File: src/rtl/seven_segment_scan_writer_assert.svh
// Assertion macros shared by the seven-segment scan writer RTL.
// Depends on nothing; included by modules that carry assertions.
`ifndef SEVEN_SEGMENT_SCAN_WRITER_ASSERT_SVH
`define SEVEN_SEGMENT_SCAN_WRITER_ASSERT_SVH

// Check a property on every rising clock edge outside reset
`define SSSW_ASSERT(lbl, clk, rst_n, prop, msg) \
	lbl: assert property (@(posedge clk) disable iff (!rst_n) (prop)) else $error(msg);

// Check that a condition never holds outside reset
`define SSSW_NEVER(lbl, clk, rst_n, cond, msg) \
	lbl: assert property (@(posedge clk) disable iff (!rst_n) !(cond)) else $error(msg);

`endif

File: src/rtl/sssw_pkg.sv
// Shared types, codes and the segment font for the seven-segment scan writer.
// Depends on nothing.
`timescale 1ns / 1ps
`default_nettype none

package sssw_pkg;

	// Request codes on the input channel
	localparam logic [1:0] REQ_DEC   = 2'd0;
	localparam logic [1:0] REQ_HEX   = 2'd1;
	localparam logic [1:0] REQ_BLANK = 2'd2;

	localparam int VALUE_W = 16;
	localparam int BYTE_W  = 8;
	localparam int IDX_W   = 2;

	// Divide by ten: q = (v * DEC_RECIP) >> DEC_SHIFT is exact for 16-bit v
	localparam logic [VALUE_W-1:0] DEC_RECIP = 16'd52429;
	localparam int                 DEC_SHIFT = 19;

	// Latch select codes
	localparam logic LATCH_FONT = 1'b0;
	localparam logic LATCH_POS  = 1'b1;

	// Position byte for digit zero; shifted right by the digit index
	localparam logic [BYTE_W-1:0] POS_BASE = 8'h08;

	typedef enum logic [1:0] {
		KIND_DEC,
		KIND_HEX,
		KIND_BLANK
	} kind_t;

	typedef struct packed {
		kind_t              kind;
		logic [VALUE_W-1:0] value;
	} item_t;

	// Inverted segment pattern (active-low display, bit 0 = segment a)
	function automatic logic [BYTE_W-1:0] font_byte(input logic [3:0] digit);
		logic [BYTE_W-1:0] seg;
		case (digit)
			4'h0: seg = 8'h3F;
			4'h1: seg = 8'h06;
			4'h2: seg = 8'h5B;
			4'h3: seg = 8'h4F;
			4'h4: seg = 8'h66;
			4'h5: seg = 8'h6D;
			4'h6: seg = 8'h7D;
			4'h7: seg = 8'h07;
			4'h8: seg = 8'h7F;
			4'h9: seg = 8'h6F;
			4'hA: seg = 8'h77;
			4'hB: seg = 8'h7C;
			4'hC: seg = 8'h39;
			4'hD: seg = 8'h5E;
			4'hE: seg = 8'h79;
			4'hF: seg = 8'h71;
			default: seg = 8'h00;
		endcase
		return ~seg;
	endfunction

endpackage

`default_nettype wire

File: src/rtl/sssw_front.sv
// Front end: accepts requests, classifies them and queues them two deep.
// Depends on sssw_pkg.
`timescale 1ns / 1ps
`default_nettype none

module sssw_front (
	input  wire logic                        clk,
	input  wire logic                        arst_n,
	input  wire logic                        in_valid,
	output logic                             in_ready,
	input  wire logic [1:0]                  req_type,
	input  wire logic [sssw_pkg::VALUE_W-1:0] value,
	output logic                             q_valid,
	output sssw_pkg::item_t                  q_item,
	input  wire logic                        q_pop
);

	sssw_pkg::item_t entry_q [2];
	logic            wr_ptr_q;
	logic            rd_ptr_q;
	logic [1:0]      count_q;
	logic            keep;
	logic            push;
	sssw_pkg::item_t classified;

	// Classify the request; the unused code is taken and dropped
	always_comb begin
		keep             = 1'b1;
		classified.value = value;
		classified.kind  = sssw_pkg::KIND_DEC;
		case (req_type)
			sssw_pkg::REQ_DEC:   classified.kind = sssw_pkg::KIND_DEC;
			sssw_pkg::REQ_HEX:   classified.kind = sssw_pkg::KIND_HEX;
			sssw_pkg::REQ_BLANK: classified.kind = sssw_pkg::KIND_BLANK;
			default:             keep            = 1'b0;
		endcase
	end

	assign in_ready = (count_q != 2'd2);
	assign push     = in_valid && in_ready && keep;
	assign q_valid  = (count_q != 2'd0);
	assign q_item   = entry_q[rd_ptr_q];

	// Write the queue payload
	always_ff @(posedge clk) begin
		if (push) begin
			entry_q[wr_ptr_q] <= classified;
		end
	end

	// Advance pointers and occupancy
	always_ff @(posedge clk or negedge arst_n) begin
		if (!arst_n) begin
			wr_ptr_q <= 1'b0;
			rd_ptr_q <= 1'b0;
			count_q  <= 2'd0;
		end else begin
			if (push) begin
				wr_ptr_q <= ~wr_ptr_q;
			end
			if (q_pop) begin
				rd_ptr_q <= ~rd_ptr_q;
			end
			case ({push, q_pop})
				2'b10:   count_q <= count_q + 2'd1;
				2'b01:   count_q <= count_q - 2'd1;
				default: count_q <= count_q;
			endcase
		end
	end

endmodule

`default_nettype wire

File: src/rtl/sssw_back.sv
// Back end: walks the digits of one queued request and emits latch-write beats.
// Depends on sssw_pkg and seven_segment_scan_writer_assert.svh.
`timescale 1ns / 1ps
`default_nettype none
`include "seven_segment_scan_writer_assert.svh"

module sssw_back #(
	parameter int DIGITS = 4
) (
	input  wire logic                        clk,
	input  wire logic                        arst_n,
	input  wire logic                        q_valid,
	input  wire sssw_pkg::item_t             q_item,
	output logic                             q_pop,
	output logic                             out_valid,
	input  wire logic                        out_ready,
	output logic                             latch_select,
	output logic [sssw_pkg::BYTE_W-1:0]      bus_byte,
	output logic                             last
);

	localparam logic [sssw_pkg::IDX_W-1:0] LAST_IDX = sssw_pkg::IDX_W'(DIGITS - 1);

	logic                            busy_q;
	sssw_pkg::kind_t                 kind_q;
	logic [sssw_pkg::VALUE_W-1:0]    val_q;
	logic [sssw_pkg::IDX_W-1:0]      idx_q;
	logic                            phase_q;

	logic                            out_valid_q;
	logic                            sel_q;
	logic [sssw_pkg::BYTE_W-1:0]     byte_q;
	logic                            last_q;

	logic                            out_load;
	logic                            advance;
	logic                            done;
	logic [2*sssw_pkg::VALUE_W-1:0]  prod;
	logic [12:0]                     quot10;
	logic [16:0]                     times10;
	logic [3:0]                      digit;
	logic [sssw_pkg::VALUE_W-1:0]    next_val;
	logic                            beat_sel;
	logic [sssw_pkg::BYTE_W-1:0]     beat_byte;
	logic                            beat_last;

	assign out_load = !out_valid_q || out_ready;
	assign advance  = busy_q && out_load;
	assign done     = phase_q && ((kind_q == sssw_pkg::KIND_BLANK) || (idx_q == LAST_IDX));
	assign q_pop    = q_valid && (!busy_q || (advance && done));

	// Split off the low digit in the chosen base
	assign prod    = val_q * sssw_pkg::DEC_RECIP;
	assign quot10  = prod[sssw_pkg::DEC_SHIFT +: 13];
	assign times10 = {1'b0, quot10, 3'b000} + {3'b000, quot10, 1'b0};

	always_comb begin
		if (kind_q == sssw_pkg::KIND_HEX) begin
			digit    = val_q[3:0];
			next_val = {4'h0, val_q[sssw_pkg::VALUE_W-1:4]};
		end else begin
			digit    = val_q[3:0] - times10[3:0];
			next_val = {3'b000, quot10};
		end
	end

	// Form the beat for the current phase
	always_comb begin
		if (kind_q == sssw_pkg::KIND_BLANK) begin
			beat_sel  = phase_q ? sssw_pkg::LATCH_FONT : sssw_pkg::LATCH_POS;
			beat_byte = '0;
			beat_last = phase_q;
		end else if (!phase_q) begin
			beat_sel  = sssw_pkg::LATCH_FONT;
			beat_byte = sssw_pkg::font_byte(digit);
			beat_last = 1'b0;
		end else begin
			beat_sel  = sssw_pkg::LATCH_POS;
			beat_byte = sssw_pkg::POS_BASE >> idx_q;
			beat_last = (idx_q == LAST_IDX);
		end
	end

	// Sequence through font and position beats per digit
	always_ff @(posedge clk or negedge arst_n) begin
		if (!arst_n) begin
			busy_q  <= 1'b0;
			phase_q <= 1'b0;
			idx_q   <= '0;
		end else if (q_pop) begin
			busy_q  <= 1'b1;
			phase_q <= 1'b0;
			idx_q   <= '0;
		end else if (advance) begin
			phase_q <= ~phase_q;
			if (done) begin
				busy_q <= 1'b0;
			end else if (phase_q) begin
				idx_q <= idx_q + 1'b1;
			end
		end
	end

	// Load the request payload or step the value down one digit
	always_ff @(posedge clk) begin
		if (q_pop) begin
			kind_q <= q_item.kind;
			val_q  <= q_item.value;
		end else if (advance && phase_q) begin
			val_q <= next_val;
		end
	end

	// Hold the output beat until taken
	always_ff @(posedge clk or negedge arst_n) begin
		if (!arst_n) begin
			out_valid_q <= 1'b0;
		end else if (out_load) begin
			out_valid_q <= busy_q;
		end
	end

	always_ff @(posedge clk) begin
		if (advance) begin
			sel_q  <= beat_sel;
			byte_q <= beat_byte;
			last_q <= beat_last;
		end
	end

	assign out_valid    = out_valid_q;
	assign latch_select = sel_q;
	assign bus_byte     = byte_q;
	assign last         = last_q;

	`SSSW_ASSERT(a_idx_range, clk, arst_n, busy_q |-> (idx_q <= LAST_IDX),
		"digit index past last digit")
	`SSSW_ASSERT(a_blank_zero, clk, arst_n,
		(advance && kind_q == sssw_pkg::KIND_BLANK) |=> (byte_q == '0),
		"blank beat carries nonzero byte")
	`SSSW_ASSERT(a_pos_onehot, clk, arst_n,
		(advance && phase_q && kind_q != sssw_pkg::KIND_BLANK) |=> $onehot(byte_q),
		"position beat not one-hot")
	`SSSW_ASSERT(a_done_idle, clk, arst_n, (advance && done && !q_pop) |=> !busy_q,
		"sequencer busy after final beat")

endmodule

`default_nettype wire

File: src/rtl/seven_segment_scan_writer.sv
// Top level of the seven-segment scan writer: front queue plus beat sequencer.
// Depends on sssw_pkg, sssw_front and sssw_back.
//
//   channel | signals                                  | role
//   --------+------------------------------------------+------------------------------
//   in      | in_valid, in_ready, req_type, value      | one display request per beat
//   out     | out_valid, out_ready, latch_select,      | one latch write per beat,
//           | bus_byte, last                           | last marks end of request
//
// A show request yields 2*DIGITS beats, a blank request two, code 3 none.
// The back sequencer emits one beat per cycle while the output is not stalled, so a show
// request occupies it for 2*DIGITS beats; a two-entry queue lets the input keep accepting meanwhile.
// A request's first beat passes through its queue entry, the sequencer registers and the output register.
// Reset clears the queue, the sequencer and the output valid.
// A stalled output holds its beat and stops the sequencer; input stalls only when
// the queue is full.
`timescale 1ns / 1ps
`default_nettype none

module seven_segment_scan_writer #(
	parameter int DIGITS = 4
) (
	input  wire logic                         clk,
	input  wire logic                         arst_n,
	input  wire logic                         in_valid,
	output logic                              in_ready,
	input  wire logic [1:0]                   req_type,
	input  wire logic [sssw_pkg::VALUE_W-1:0] value,
	output logic                              out_valid,
	input  wire logic                         out_ready,
	output logic                              latch_select,
	output logic [sssw_pkg::BYTE_W-1:0]       bus_byte,
	output logic                              last
);

	logic            q_valid;
	logic            q_pop;
	sssw_pkg::item_t q_item;

	// Accept and queue requests
	sssw_front u_front (
		.clk      (clk),
		.arst_n   (arst_n),
		.in_valid (in_valid),
		.in_ready (in_ready),
		.req_type (req_type),
		.value    (value),
		.q_valid  (q_valid),
		.q_item   (q_item),
		.q_pop    (q_pop)
	);

	// Turn queued requests into latch-write beats
	sssw_back #(
		.DIGITS (DIGITS)
	) u_back (
		.clk          (clk),
		.arst_n       (arst_n),
		.q_valid      (q_valid),
		.q_item       (q_item),
		.q_pop        (q_pop),
		.out_valid    (out_valid),
		.out_ready    (out_ready),
		.latch_select (latch_select),
		.bus_byte     (bus_byte),
		.last         (last)
	);

endmodule

`default_nettype wire
File: config.mk
export PLATFORM = sky130hd
export DESIGN_NAME = seven_segment_scan_writer
export DESIGN_NICKNAME = d
export VERILOG_FILES = /design/src/rtl/sssw_pkg.sv /design/src/rtl/sssw_front.sv /design/src/rtl/sssw_back.sv /design/src/rtl/seven_segment_scan_writer.sv
export VERILOG_INCLUDE_DIRS = /design/src /design/src/rtl
export SDC_FILE = /design/constraint.sdc
export NUM_CORES = 1
export LEC_CHECK = 0
export ABC_CLOCK_PERIOD_IN_PS = 8039
export BUFFER_PORTS_ARGS = -buffer_cell sky130_fd_sc_hd__buf_4
export CAP_MARGIN = 20
export CORE_MARGIN = 4
export CORE_UTILIZATION = 60
export DETAILED_ROUTE_END_ITERATION = 12
export PLACE_DENSITY = 0.78
export RECOVER_POWER = 100
export SYNTH_ARGS = -nofsm -noshare
export SYNTH_HDL_FRONTEND = slang
export SYNTH_HIERARCHICAL = 1
export SYNTH_SLANG_ARGS = --single-unit
File: constraint.sdc
create_clock -name clk -period 8.04 [get_ports clk]
set_input_delay 0.402 -clock clk [delete_from_list [all_inputs] [get_ports clk]]
set_output_delay 0.402 -clock clk [all_outputs]
set_load 0.1 [all_outputs]
* Word-level counts from Yosys, hierarchy flattened
Memory sizes are Yosys's and may differ from the RTL's.
Cells that the tools add are included.
** Word-level totals
- Flip-flop bits (word level) :: 37
- Bits in writable memories :: 36
- Bits in read-only memories :: 112
- Bits of input ports :: 22
- Output and inout port bits :: 12
- Logic and storage cells :: 82
- Memories kept :: 2
** Cells by class
- Add/sub/neg operators :: 5
- Multiply operators :: 1
- Equal/unequal tests :: 9
- Shifts and indexed selects :: 1
- Muxes and demuxes :: 26
- Bitwise operators :: 4
- Reductions and logical operators :: 22
** Memory list
- (name not given) :: depth 16, bits a word 7, rd ports 1, clocked after memory_dff 0, write ports 0, line sssw_pkg.sv:42 : case (digit)
- u_front.entry_q :: depth 2, bits a word 18, rd ports 1, clocked after memory_dff 0, write ports 1, line sssw_front.sv:18 : sssw_pkg::item_t entry_q [2];
** Operators by type and width (number)
- $mul 16x16->32 const B :: 1
- $mux 16 :: 2
- $mux 8 :: 3
- $mux 1 :: 13
- $mux 13 :: 1
- $reduce_bool 2->1 :: 6
- $eq 2x2->1 const B :: 4
- $mux 2 :: 4
- $not 8->8 :: 1
- $pmux 2 s2 :: 2
- $shr 4x2->8 const A :: 1
- $logic_and 1x1->1 :: 7
- $eq 2x1->1 const B :: 3
- $add 2x1->2 const B :: 2
- $add 4x4->4 :: 1
- $mux 4 :: 1
- $ne 2x2->1 const B :: 2
- $sub 4x4->4 :: 1
- $logic_or 1x1->1 :: 3
- $not 1->1 :: 3
- $reduce_and 3->1 :: 1
- $reduce_or 3->1 :: 1
- $logic_not 1->1 :: 2
- $logic_not 2->1 :: 1
- 2 further kinds :: 2

* Longest topological paths before layout
Gate-level depths: netlist of the first run.
An unclocked memory read counts as a cell.
- Depth after elaboration :: 9
- Mapped depth :: 29
- Gate-level depth less buffers :: 28

* Cells and area by module
Netlist of the first run, hierarchy kept.
** By module, submodules not included
- sssw_back :: instances 1, cells an instance 636, area an instance 6372.4 µm², sequential area each 965.9 µm²
- sssw_front :: instances 1, cells an instance 76, area an instance 1561.5 µm², sequential area each 1181.1 µm²

* Worst setup path after synthesis of the first run
No wires, ideal clock.
- Kind :: reg2reg
- Start point :: register u_back/val_q[1] (netlist bit)
- End point :: register u_back.byte_q (netlist bit u_back/bus_byte[5]), data pin
- Setup time :: 0.281 ns
- Data arrival time :: 6.491 ns
- Data required time :: 7.759 ns
- Setup slack :: 1.268 ns
- Cell stages (with the launch flop) :: 29
- Buffers on the path :: 1
- Period minus slack after synthesis :: 6.772 ns
- Cell sequence :: edfxtp_1 ha_1 inv_1 ha_1 inv_1 fa_1 inv_1 fa_1 fa_1 inv_1 fa_1 inv_1 ha_1 a211o_1 or3_1 o21ai_2 a21oi_2 a21o_1 a21oi_1 o21bai_1 xor2_1 ha_1 xnor3_1 a211o_1 nand2_2 xnor2_4 buf_6 mux2i_1 a211oi_2
** Between the ends
- Longest elaborated chain between the ends :: 9
** Ends and longest elaborated chain
- from (decl) :: line sssw_back.sv:26 : logic [sssw_pkg::VALUE_W-1:0] val_q;
- from (signal assigned) :: line sssw_back.sv:108 : val_q <= q_item.value;
- from (signal assigned) :: line sssw_back.sv:110 : val_q <= next_val;
- $mul 16x16->32 :: line sssw_back.sv:53 : assign prod = val_q * sssw_pkg::DEC_RECIP;
- $add 4x4->4 :: line sssw_back.sv:55 : assign times10 = {1'b0, quot10, 3'b000} + {3'b000, quot10, 1'b0};
- $sub 4x4->4 :: line sssw_back.sv:62 : digit = val_q[3:0] - times10[3:0];
- $mux 4 (*) :: line sssw_back.sv:58 : if (kind_q == sssw_pkg::KIND_HEX) begin
- $mem_v2 16x7 (*)
- $mux 8 (*) :: line sssw_back.sv:73 : end else if (!phase_q) begin
- $mux 8 (*) :: line sssw_back.sv:69 : if (kind_q == sssw_pkg::KIND_BLANK) begin
- $not 8->8 (*) :: line sssw_pkg.sv:61 : return ~seg;
- $mux 8 (*) :: line sssw_back.sv:73
- to (signal assigned) :: line sssw_back.sv:126 : byte_q <= beat_byte;
- to (decl) :: line sssw_back.sv:32 : logic [sssw_pkg::BYTE_W-1:0] byte_q;
Mark *: on every way between the ends. The rest lies on a longest branch, timed or not. The select of a mux whose other input is x is not followed.
A chain may end at the register's enable or synchronous reset.

* Worst setup path in the final report of the first run
- Start point :: register u_back/val_q[1] (netlist bit)
- End point :: register u_back.byte_q (netlist bit u_back/bus_byte[0]), data pin
Same word-level chain as after synthesis.

==> results of run 1 <==
worst paths after layout:
check                                   start                     to  slack, ns  depth (start not counted)
hold reg to reg            u_front/count_q[1]     u_front/count_q[1]       0.51                          1
setup reg to reg              u_back/val_q[1]     u_back/bus_byte[0]       0.59                         27
hold / removal                       value[6]  u_front/entry_q[1][6]       0.28                          1
setup / recovery              u_back/val_q[1]     u_back/bus_byte[0]       0.59                         27
max in group asynchronous              arst_n        u_back/idx_q[1]       7.16                          2
min in group asynchronous              arst_n       u_front/rd_ptr_q       0.55                          2
through the flow:
| stage | std cells | setup slack [ns] | hold WS [ns] |
|---|---|---|---|
| floorplan | 712 | 1.268 | 0.1064 |
| finish | 928 | 0.5879 | 0.2809 |
| CTS | 928 | 0.6423 | 0.2455 |
| detailed placement | 911 | 0.8132 | 0.2312 |
| global placement | 911 | 0.9581 | 0.2300 |
| global route | 928 | 0.1633 | 0.2735 |
area by class of cell:
type,count,area (µm²)
flip-flops and latches,73,2147
clock inverters,7,68.82
inverters,164,615.6
fillers,968,4229
repair buffers,37,197.7
clock buffers,9,225.2
multi-input cells,466,5075
well taps,172,215.2
cells in the mapped netlist, drive strengths merged, types with 2 or more instances:
master     n  area [µm²]
buf        3       42.54
o21a       7       52.55
nand4      4       25.02
a21boi     2       15.01
or3        4       25.02
mux2i      4       40.04
a21oi     18       97.60
and2       2       12.51
edfxtp    64        1922
a2111oi    2       30.03
clkbuf     6       22.52
inv      164       615.6
o21ai     18       93.84
nor2b      5       31.28
mux2      18       236.5
nand2b    10       65.06
nand2     34       130.1
xnor2     14       141.4
nand3     14       75.07
o211ai     6       50.05
ha       145        1814
or2        2       12.52
and3       6       38.79
a31oi      7       43.79
o311ai     3       43.80
a211oi     5       47.54
a21o       6       46.30
nor2      21       78.83
xor2      10       87.58
dfrtp      9       225.2
fa        80        1602
a211o      3       26.28
nor3       5       25.02
cells by family after synthesis:
group / count (synthesis) / share of synthesized area (%)
AOI/OAI and AO/OA: 85 / 7.917
buffers and inverters: 173 / 8.579
DFF: 73 / 27.06
and+or+nand+nor: 109 / 6.734
adders and majority gates: 225 / 43.05
muxes: 22 / 3.485
xor gates and xnor gates: 25 / 3.170
critical path, stage by stage (launching register included):
cell                       delay, ns
sky130_fd_sc_hd__edfxtp_1       0.53
sky130_fd_sc_hd__ha_1           0.37
sky130_fd_sc_hd__inv_1          0.08
sky130_fd_sc_hd__ha_1           0.28
sky130_fd_sc_hd__inv_1          0.05
sky130_fd_sc_hd__fa_1           0.55
sky130_fd_sc_hd__inv_1          0.06
sky130_fd_sc_hd__fa_1           0.50
sky130_fd_sc_hd__fa_1           0.54
sky130_fd_sc_hd__inv_1          0.06
sky130_fd_sc_hd__fa_1           0.54
sky130_fd_sc_hd__inv_1          0.04
sky130_fd_sc_hd__ha_1           0.32
sky130_fd_sc_hd__a211o_1        0.28
sky130_fd_sc_hd__or3_1          0.30
sky130_fd_sc_hd__o21ai_0        0.13
sky130_fd_sc_hd__a21oi_2        0.09
sky130_fd_sc_hd__a21o_1         0.19
sky130_fd_sc_hd__a21oi_1        0.13
sky130_fd_sc_hd__o21bai_1       0.08
sky130_fd_sc_hd__xor2_1         0.29
sky130_fd_sc_hd__ha_1           0.24
sky130_fd_sc_hd__xnor3_1        0.32
sky130_fd_sc_hd__nand4_1        0.12
sky130_fd_sc_hd__nand2_2        0.10
sky130_fd_sc_hd__xnor2_2        0.53
sky130_fd_sc_hd__a211oi_1       0.16
sky130_fd_sc_hd__o41ai_2        0.35
per-layer routing:
| metal | vias up | track usage (%) |
|---|---|---|
| li1 | 2458 | - |
| met4 | 0 | 5.882 |
| met1 | 2528 | 29.41 |
| met3 | 21 | 3.568 |
| met2 | 118 | 41.44 |
| met5 | - | 0 |
registers in the layout, indices dropped and copies added, names as in the netlist, 2 cells and up:
signal	cells
u_back/bus_byte	8
u_front/count_q	2
u_back/kind_q	2
u_front/entry_q	36
u_back/idx_q	2
u_back/val_q	16
==> results.toml, run 1 <==
[routing]
dr_total_vias = 5125
drcViolationCount = 0
via_per_inst = 5.523
detailedRoute.firstPassIterationCount = 4
wl_met2_mm = 8.278
topRoutingLayerUsed = "met4"
drt_iter0_drc = 285
met1_wire_length_mm = 6.790
drtAntennaViolNets = 0
detailroute.wirelength.met3_um = 810
route.final.wire_length_mm = 16.16
routed_wire_per_std_cell_um = 17.42

[clock_tree]
numClockSinks = 73
clkLatencyLatePin_ns = 0.33
clock_tree.buffer_depth = 2
clkSlewWorstSetupHoldPaths_ns = 0.06
postCtsResizedCells = 0
cts-htree-levels = 3
postCtsSetupBuffers = 0
cts_tree = "yes"
cts_hold_buf = 1
cts_root_buffer = "sky130_fd_sc_hd__clkbuf_16"
cts_made_buffers = 9

[timing]
worst_pin_slew_ns = 1.188
max_clock_freq_mhz = 134.2
maxSlewViolCount = 0
setup_total_neg_slack_ns = 0
min_period_over_period_pct = 92.69
clock-skew-final_ns = 0.004410
setup_violations = 0
timing.final.hold_violations = 0
setup_repair_after_global_routing_missed_its_margin = "no"
slew_headroom_pct = 21.13
post-route-min-period_ns = 7.452

[placed_design]
port-buffer-count = 33
placement.cell_area_um2 = 8354
gp_routability_congestion = 0.9048
place.detailed.hpwl_mm = 13.22

[die]
design.die.area_um2 = 15130
initial_utilization_pct = 62.11
io_pins = 34
die-height_um = 123.0
core_um2 = 12770
fp-row-count = 41
die_w_um = 123.0

[grt]
grt_antenna_before_repair = 0
grt_remaining_overflow = 0
grt_use_total_pct = 23.12
via_count_of_the_first_global_routing_pass = 5423
grt_first_pass_wirelength_mm = 26.69
grt_max_degree = 25

[worst_setup_path]
timing.critical_path.required_ns = 8.17
arrival_time_of_the_worst_setup_path_ns = 7.58
critical_path.endpoint_type = "flip-flop"
worstSetupPathType = "flip-flop to flip-flop"
startpoint_type = "flip-flop"
critical_path.max_fanout = 14

[layout]
design_area_um2 = 8544
most_frequent_cells_in_the_layout = "sky130_fd_sc_hd__inv_1 (164), sky130_fd_sc_hd__ha_1 (145), sky130_fd_sc_hd__fa_1 (80), sky130_fd_sc_hd__edfxtp_1 (64), sky130_fd_sc_hd__nand2_1 (33)"
n_antenna_cell = 0
final_nets = 998
area_delta_synth_final_pct = 7.696
layout-drive-gt1-share_pct = 8.201
fin_util_pct = 66.89
layout.cells.most_common = "sky130_fd_sc_hd__inv_1"

[job]
cap_violations = 0

[yosys]
share_of_flip_flops_with_an_asynchronous_set_or_reset_pct = 12.33
synth_edf_count = 64
postSynthCellCount = 712
post_synth_instance_area_um2 = 7934
post_synth_num_cell_types = 59
synth-seq-cells = 73
ys.flop_type = "sky130_fd_sc_hd__edfxtp_1"
mappedNetlistNets = 959
synth-warning-count = 6
synth_seq_area_share_pct = 27.06
syn_avg_cell_area_um2 = 11.14

[worst_hold_path]
worst_hold_check_path_type = "input port to flip-flop"

[status]
outcome = "finished clean"
Power of run 1 is left out: the tool's default activity adds up to more than one toggle a clock period on the data nets, which glitch-free logic cannot reach.
==> inputs of run 2 (changes only) <==
- CORE_UTILIZATION: 60 -> 43
- PLACE_DENSITY: 0.78 -> not set
==> run 2 against run 1 <==
  * Clock skew is 0.00097 ns higher
  * Via count fell by 1.9%
  * Non-clock buffer count rose by 1
  * Global-route usage shrank 5.9 points
  * Cell area rose by 0.67%
  * Routed wire length is 0.64% higher
  * Die area rose by 37%
  * Register-to-register slack worse by 0.02 ns
==> results.toml, run 2 (synthesized netlist as in run 1, its figures left out) <==
[status]
outcome = "finished clean"

[timing]
setup_violations = 0
setup_repair_after_global_routing_missed_its_margin = "no"
setup_total_neg_slack_ns = 0
max_clock_freq_mhz = 133.9
clock-skew-final_ns = 0.005385
maxSlewViolCount = 0
post-route-min-period_ns = 7.469
worst_pin_slew_ns = 1.193
slew_headroom_pct = 20.80
timing.final.hold_violations = 0
min_period_over_period_pct = 92.89

[layout]
layout.cells.most_common = "sky130_fd_sc_hd__inv_1"
max_flop_register = "u_front/entry_q"
largest_reg_flops = 36
layout-drive-gt1-share_pct = 7.794
area.sequential_um2 = 2147
most_frequent_cells_in_the_layout = "sky130_fd_sc_hd__inv_1 (164), sky130_fd_sc_hd__ha_1 (145), sky130_fd_sc_hd__fa_1 (80), sky130_fd_sc_hd__edfxtp_1 (64), sky130_fd_sc_hd__nand2_1 (33)"
n_antenna_cell = 0
final_nets = 999
area_delta_synth_final_pct = 8.421
multi_input_area_um2 = 5070
fill_cells = 1710

[routing]
dr_total_vias = 5026
drt_iter0_drc = 199
drcViolationCount = 0
drtAntennaViolNets = 0
routed_wire_per_std_cell_um = 16.50
via_per_inst = 5.097
route.final.wire_length_mm = 16.27
detailedRoute.firstPassIterationCount = 4

[clock_tree]
cts_tree = "yes"
cts-htree-levels = 3
numClockSinks = 73
cts_made_buffers = 9
clkLatencyLatePin_ns = 0.33
cts_root_buffer = "sky130_fd_sc_hd__clkbuf_16"
clkSlewWorstSetupHoldPaths_ns = 0.06
clock_tree.buffer_depth = 2
postCtsSetupBuffers = 0

[placed_design]
place.detailed.hpwl_mm = 13.77
port-buffer-count = 33
gp_routability_congestion = 0.9097

[die]
design.die.area_um2 = 20690
io_pins = 34
core_um2 = 18020
fp-row-count = 49
die-height_um = 143.8
die_w_um = 143.8
initial_utilization_pct = 44.02

[worst_setup_path]
startpoint_type = "flip-flop"
timing.critical_path.required_ns = 8.11
critical_path.max_stage_delay_ns = 0.57
critical_path.slowest_cell = "sky130_fd_sc_hd__fa_1"
path_depth_of_the_worst_reg2reg_path = 28
critical_path.endpoint_type = "flip-flop"
arrival_time_of_the_worst_setup_path_ns = 7.54
critical_path.max_fanout = 14
worstSetupPathType = "flip-flop to flip-flop"
cell_type_with_the_highest_occurrence_count_on_the_critical_path = "sky130_fd_sc_hd__inv_1"

[worst_hold_path]
worstHoldPathCells = 1
worst_hold_check_path_type = "input port to flip-flop"

[grt]
grt_use_total_pct = 17.22
via_count_of_the_first_global_routing_pass = 5409
grt_antenna_before_repair = 0
grt_first_pass_wirelength_mm = 27.68
grt_max_degree = 25
grt_remaining_overflow = 0

[job]
cap_violations = 0
## run 2: layout make-up
type	instances	area share, %
Inverter	164	7.156
Clock buffer	12	2.996
Multi-Input combinational cell	466	58.94
Timing Repair Buffer	38	2.298
Sequential cell	73	24.96
Tap cell	229	3.331
Clock inverter	4	0.3200
## run 2: metrics by stage
step	instances	setup slack [ns]	hold WS (ns)	area, µm²	utilization [%]
5_1_grt	986	0.1661	0.2666	8602	47.72
2_1_floorplan	712	1.268	0.1064	7934	-
4_1_cts	986	0.7713	0.2390	8728	48.42
3_3_place_gp	969	0.9018	0.2308	8433	46.79
3_5_place_dp	969	0.7868	0.2318	8433	46.79
6_report	986	0.5713	0.2756	8602	47.72
## run 2: per-layer routing
| metal | global-route usage [%] | up-vias | part of all wire [%] |
|---|---|---|---|
| li1 | - | 2458 | - |
| met1 | 23.50 | 2470 | 46 |
| met2 | 29.27 | 74 | 50 |
| met3 | 1.431 | 24 | 2.5 |
| met4 | 5.302 | 0 | 1.8 |
| met5 | 0 | - | 0 |
## run 2: critical path, delay by kind of cell (launching register included)
family                     cells  cell delay [ns]
adders and majority gates      8             3.28
xor gates and xnor gates       3             1.17
AOI/OAI and AO/OA              7             1.01
and+or+nand+nor                4             0.86
DFF                            1             0.50
buffers and inverters          6             0.39
## run 2: what timing repair did
item	in CTS	in global routing
endpoints found under the hold margin	9	0
gates resized for setup	0	0
hold buffers	1	0
endpoints found under the setup margin	0	0
## run 2: final timing paths
path | start | endpoint | slack (ns)
setup / recovery | u_back/val_q[0] | u_back/bus_byte[0] | 0.57
hold / removal | value[10] | u_front/entry_q[1][10] | 0.28
setup reg to reg | u_back/val_q[0] | u_back/bus_byte[0] | 0.57
hold reg to reg | u_front/wr_ptr_q | u_front/wr_ptr_q | 0.51
max in group asynchronous | arst_n | u_back/idx_q[1] | 7.16
min in group asynchronous | arst_n | u_front/wr_ptr_q | 0.54
Power of run 2 is left out for the same reason.
==> inputs of run 3 (changes only) <==
- PLACE_DENSITY: not set -> 0.57
- SYNTH_HIERARCHICAL: 1 -> not set
==> run 3 against run 2 <==
  * Maximum frequency up 1.5%
  * Clock skew is 0.0035 ns higher
  * Critical path depth is 3 lower
  * Hold slack better by 0.0057 ns
  * Global-route usage rose by 0.056 points
  * Routed wire length shrank 1.7%
  * Sequential cell count unchanged
  * Via count down 1.7%
  * First-iteration DRC count increased by 3.0%
  * Register-to-register slack better by 0.11 ns
  * Utilization is 1.5 points higher
  * Non-clock buffer count rose by 3
==> results.toml, run 3 <==
[placed_design]
place.detailed.hpwl_mm = 13.70
gp_routability_congestion = 0.8714
detailedPlace.worstSlack_ns = 0.7190
port-buffer-count = 33

[yosys]
synth.largest_area_cell = "sky130_fd_sc_hd__edfxtp_1"
synthDominantCellAreaShare_pct = 24.73
post_synth_num_cell_types = 53
synth-seq-cells = 73
yosys-top-cells-count = "sky130_fd_sc_hd__inv_1 (174), sky130_fd_sc_hd__ha_1 (146), sky130_fd_sc_hd__fa_1 (80)"
synth_edf_count = 64
mappedNetlistNets = 961
postSynthCellCount = 713
syn_avg_cell_area_um2 = 10.90
synth.top_cells.by_area = "sky130_fd_sc_hd__edfxtp_1 (25%), sky130_fd_sc_hd__ha_1 (24%), sky130_fd_sc_hd__fa_1 (21%)"
synth-warning-count = 0
synth_seq_area_share_pct = 27.63
share_of_flip_flops_with_an_asynchronous_set_or_reset_pct = 12.33
ys.flop_type = "sky130_fd_sc_hd__edfxtp_1"
yosys.cell_count.top_type = "sky130_fd_sc_hd__inv_1"
post_synth_instance_area_um2 = 7770

[routing]
routed_wire_per_std_cell_um = 16.22
drtAntennaViolNets = 0
dr_total_vias = 4939
detailedRoute.firstPassIterationCount = 4
via_per_inst = 5.009
drcViolationCount = 0
drt_iter0_drc = 205
route.final.wire_length_mm = 15.99

[timing]
setup_violations = 0
post-route-min-period_ns = 7.360
worst_pin_slew_ns = 1.180
fin_ws_ns = 0.6797
clock-skew-final_ns = 0.008933
timing.final.hold_violations = 0
max_clock_freq_mhz = 135.9
min_period_over_period_pct = 91.55
maxSlewViolCount = 0
setup_total_neg_slack_ns = 0
setup_repair_after_global_routing_missed_its_margin = "no"
slew_headroom_pct = 21.64

[worst_setup_path]
critical_path.max_fanout = 14
r2r-start = "u_back.val_q[3]"
arrival_time_of_the_worst_setup_path_ns = 7.43
critPathLaunch = "u_back.val_q[3]"
critical_path.endpoint_type = "flip-flop"
timing.critical_path.required_ns = 8.11
worstSetupPathType = "flip-flop to flip-flop"
startpoint_type = "flip-flop"

[clock_tree]
cts_root_buffer = "sky130_fd_sc_hd__clkbuf_16"
numClockSinks = 73
postCtsResizedCells = 0
cts_tree = "yes"
clkSlewWorstSetupHoldPaths_ns = 0.06
clock_tree.buffer_depth = 2
cts-htree-levels = 3
cts_made_buffers = 9
clkLatencyLatePin_ns = 0.33

[grt]
grt_first_pass_wirelength_mm = 27.78
via_count_of_the_first_global_routing_pass = 5547
grt_max_degree = 26
grt_use_total_pct = 17.28
grt_antenna_before_repair = 0
grt_remaining_overflow = 0

[die]
io_pins = 34
fp-row-count = 48
initial_utilization_pct = 44.46
die-height_um = 142.4
design.die.area_um2 = 20280
die_w_um = 142.4
core_um2 = 17480

[layout]
most_frequent_cells_in_the_layout = "sky130_fd_sc_hd__inv_1 (175), sky130_fd_sc_hd__ha_1 (146), sky130_fd_sc_hd__fa_1 (80), sky130_fd_sc_hd__edfxtp_1 (64), sky130_fd_sc_hd__nand2_1 (30)"
max_flop_register = "u_front.entry_q"
layout.cells.most_common = "sky130_fd_sc_hd__inv_1"
layout-drive-gt1-share_pct = 5.256
final_nets = 1004
n_antenna_cell = 0
area_delta_synth_final_pct = 10.63
largest_reg_flops = 36

[job]
cap_violations = 0

[worst_hold_path]
min_from = "value[14]"
worst_hold_check_path_type = "input port to flip-flop"

[status]
outcome = "finished clean"
[run 3: changes by cell type in the layout (fill, tap and decap cells not counted), moves of 5 or more]
cell / previous run / this run
sky130_fd_sc_hd__mux2_4: 9 / 0
sky130_fd_sc_hd__nand3_1: 14 / 9
sky130_fd_sc_hd__a21oi_1: 16 / 22
sky130_fd_sc_hd__mux2i_1: 4 / 15
sky130_fd_sc_hd__o21a_1: 7 / 2
sky130_fd_sc_hd__nor2b_1: 5 / 14
sky130_fd_sc_hd__mux2_2: 9 / 2
sky130_fd_sc_hd__inv_1: 164 / 175
sky130_fd_sc_hd__a211oi_1: 4 / 11
[run 3: layout make-up]
type	instances	area (µm²)
Clock buffer	10	229.0
Clock inverter	6	137.6
Fill cell	1623	8881
Inverter	175	656.9
Multi-Input combinational cell	456	4916
Sequential cell	73	2147
Tap cell	225	281.5
Timing Repair Buffer	41	227.7
[run 3: per-layer routing]
layer | share of wire (%) | GRT usage [%] | routed length (µm)
met5 | 0 | 0 | 0
met4 | 1.2 | 3.602 | 184
met3 | 3.8 | 2.218 | 601
met2 | 50 | 30.31 | 8008
met1 | 45 | 23.06 | 7194
[run 3: worst max-delay path: stages, from the launching register on]
cell,delay (ns)
sky130_fd_sc_hd__edfxtp_1,0.53
sky130_fd_sc_hd__ha_1,0.43
sky130_fd_sc_hd__inv_1,0.08
sky130_fd_sc_hd__fa_1,0.53
sky130_fd_sc_hd__inv_1,0.06
sky130_fd_sc_hd__fa_1,0.50
sky130_fd_sc_hd__fa_1,0.53
sky130_fd_sc_hd__fa_1,0.56
sky130_fd_sc_hd__inv_1,0.06
sky130_fd_sc_hd__fa_1,0.52
sky130_fd_sc_hd__inv_1,0.04
sky130_fd_sc_hd__ha_1,0.29
sky130_fd_sc_hd__nand4_1,0.20
sky130_fd_sc_hd__o221a_2,0.28
sky130_fd_sc_hd__inv_1,0.06
sky130_fd_sc_hd__o21ai_0,0.31
sky130_fd_sc_hd__nor2b_1,0.24
sky130_fd_sc_hd__xnor2_1,0.17
sky130_fd_sc_hd__ha_1,0.29
sky130_fd_sc_hd__nand2_1,0.10
sky130_fd_sc_hd__and4_2,0.24
sky130_fd_sc_hd__mux2i_1,0.11
sky130_fd_sc_hd__xnor2_2,0.51
sky130_fd_sc_hd__mux2i_1,0.26
sky130_fd_sc_hd__o31a_1,0.13
sky130_fd_sc_hd__o21ai_0,0.06
[run 3: final timing paths]
kind	endpoint	slack, ns	cells after the start
hold / removal	u_front.entry_q[0][14]	0.28	1
max in group asynchronous	u_front.rd_ptr_q	7.13	2
hold reg to reg	u_front.wr_ptr_q	0.50	1
setup reg to reg	u_back.bus_byte[3]	0.68	25
min in group asynchronous	u_front.count_q[0]	0.56	2
setup / recovery	u_back.bus_byte[3]	0.68	25
[run 3: kinds of logic after synthesis]
logic type               share of synthesized area, %
adder cells (fa/ha/maj)                         44.12
buffers and inverters                           8.986
AND/OR/NAND/NOR                                 6.119
AO/OA/AOI/OAI                                   7.665
flip-flops                                      27.63
XOR/XNOR                                        3.205
multiplexers                                    2.270
[run 3: what timing repair did]
action                                 in CTS  in global routing
hold buffers                                1                  0
setup buffers                               0                  0
endpoints found under the hold margin       9                  0
[run 3: through the flow]
stage	utilization (%)	hold WS, ns	cells	area (µm²)
detailed placement	47.57	0.2360	969	8314
finish	49.18	0.2813	986	8596
CTS	49.73	0.2476	986	8691
global placement	47.57	0.2302	969	8314
global route	49.18	0.2716	986	8596
floorplan	-	0.1064	713	7770
Power of run 3 is left out for the same reason.
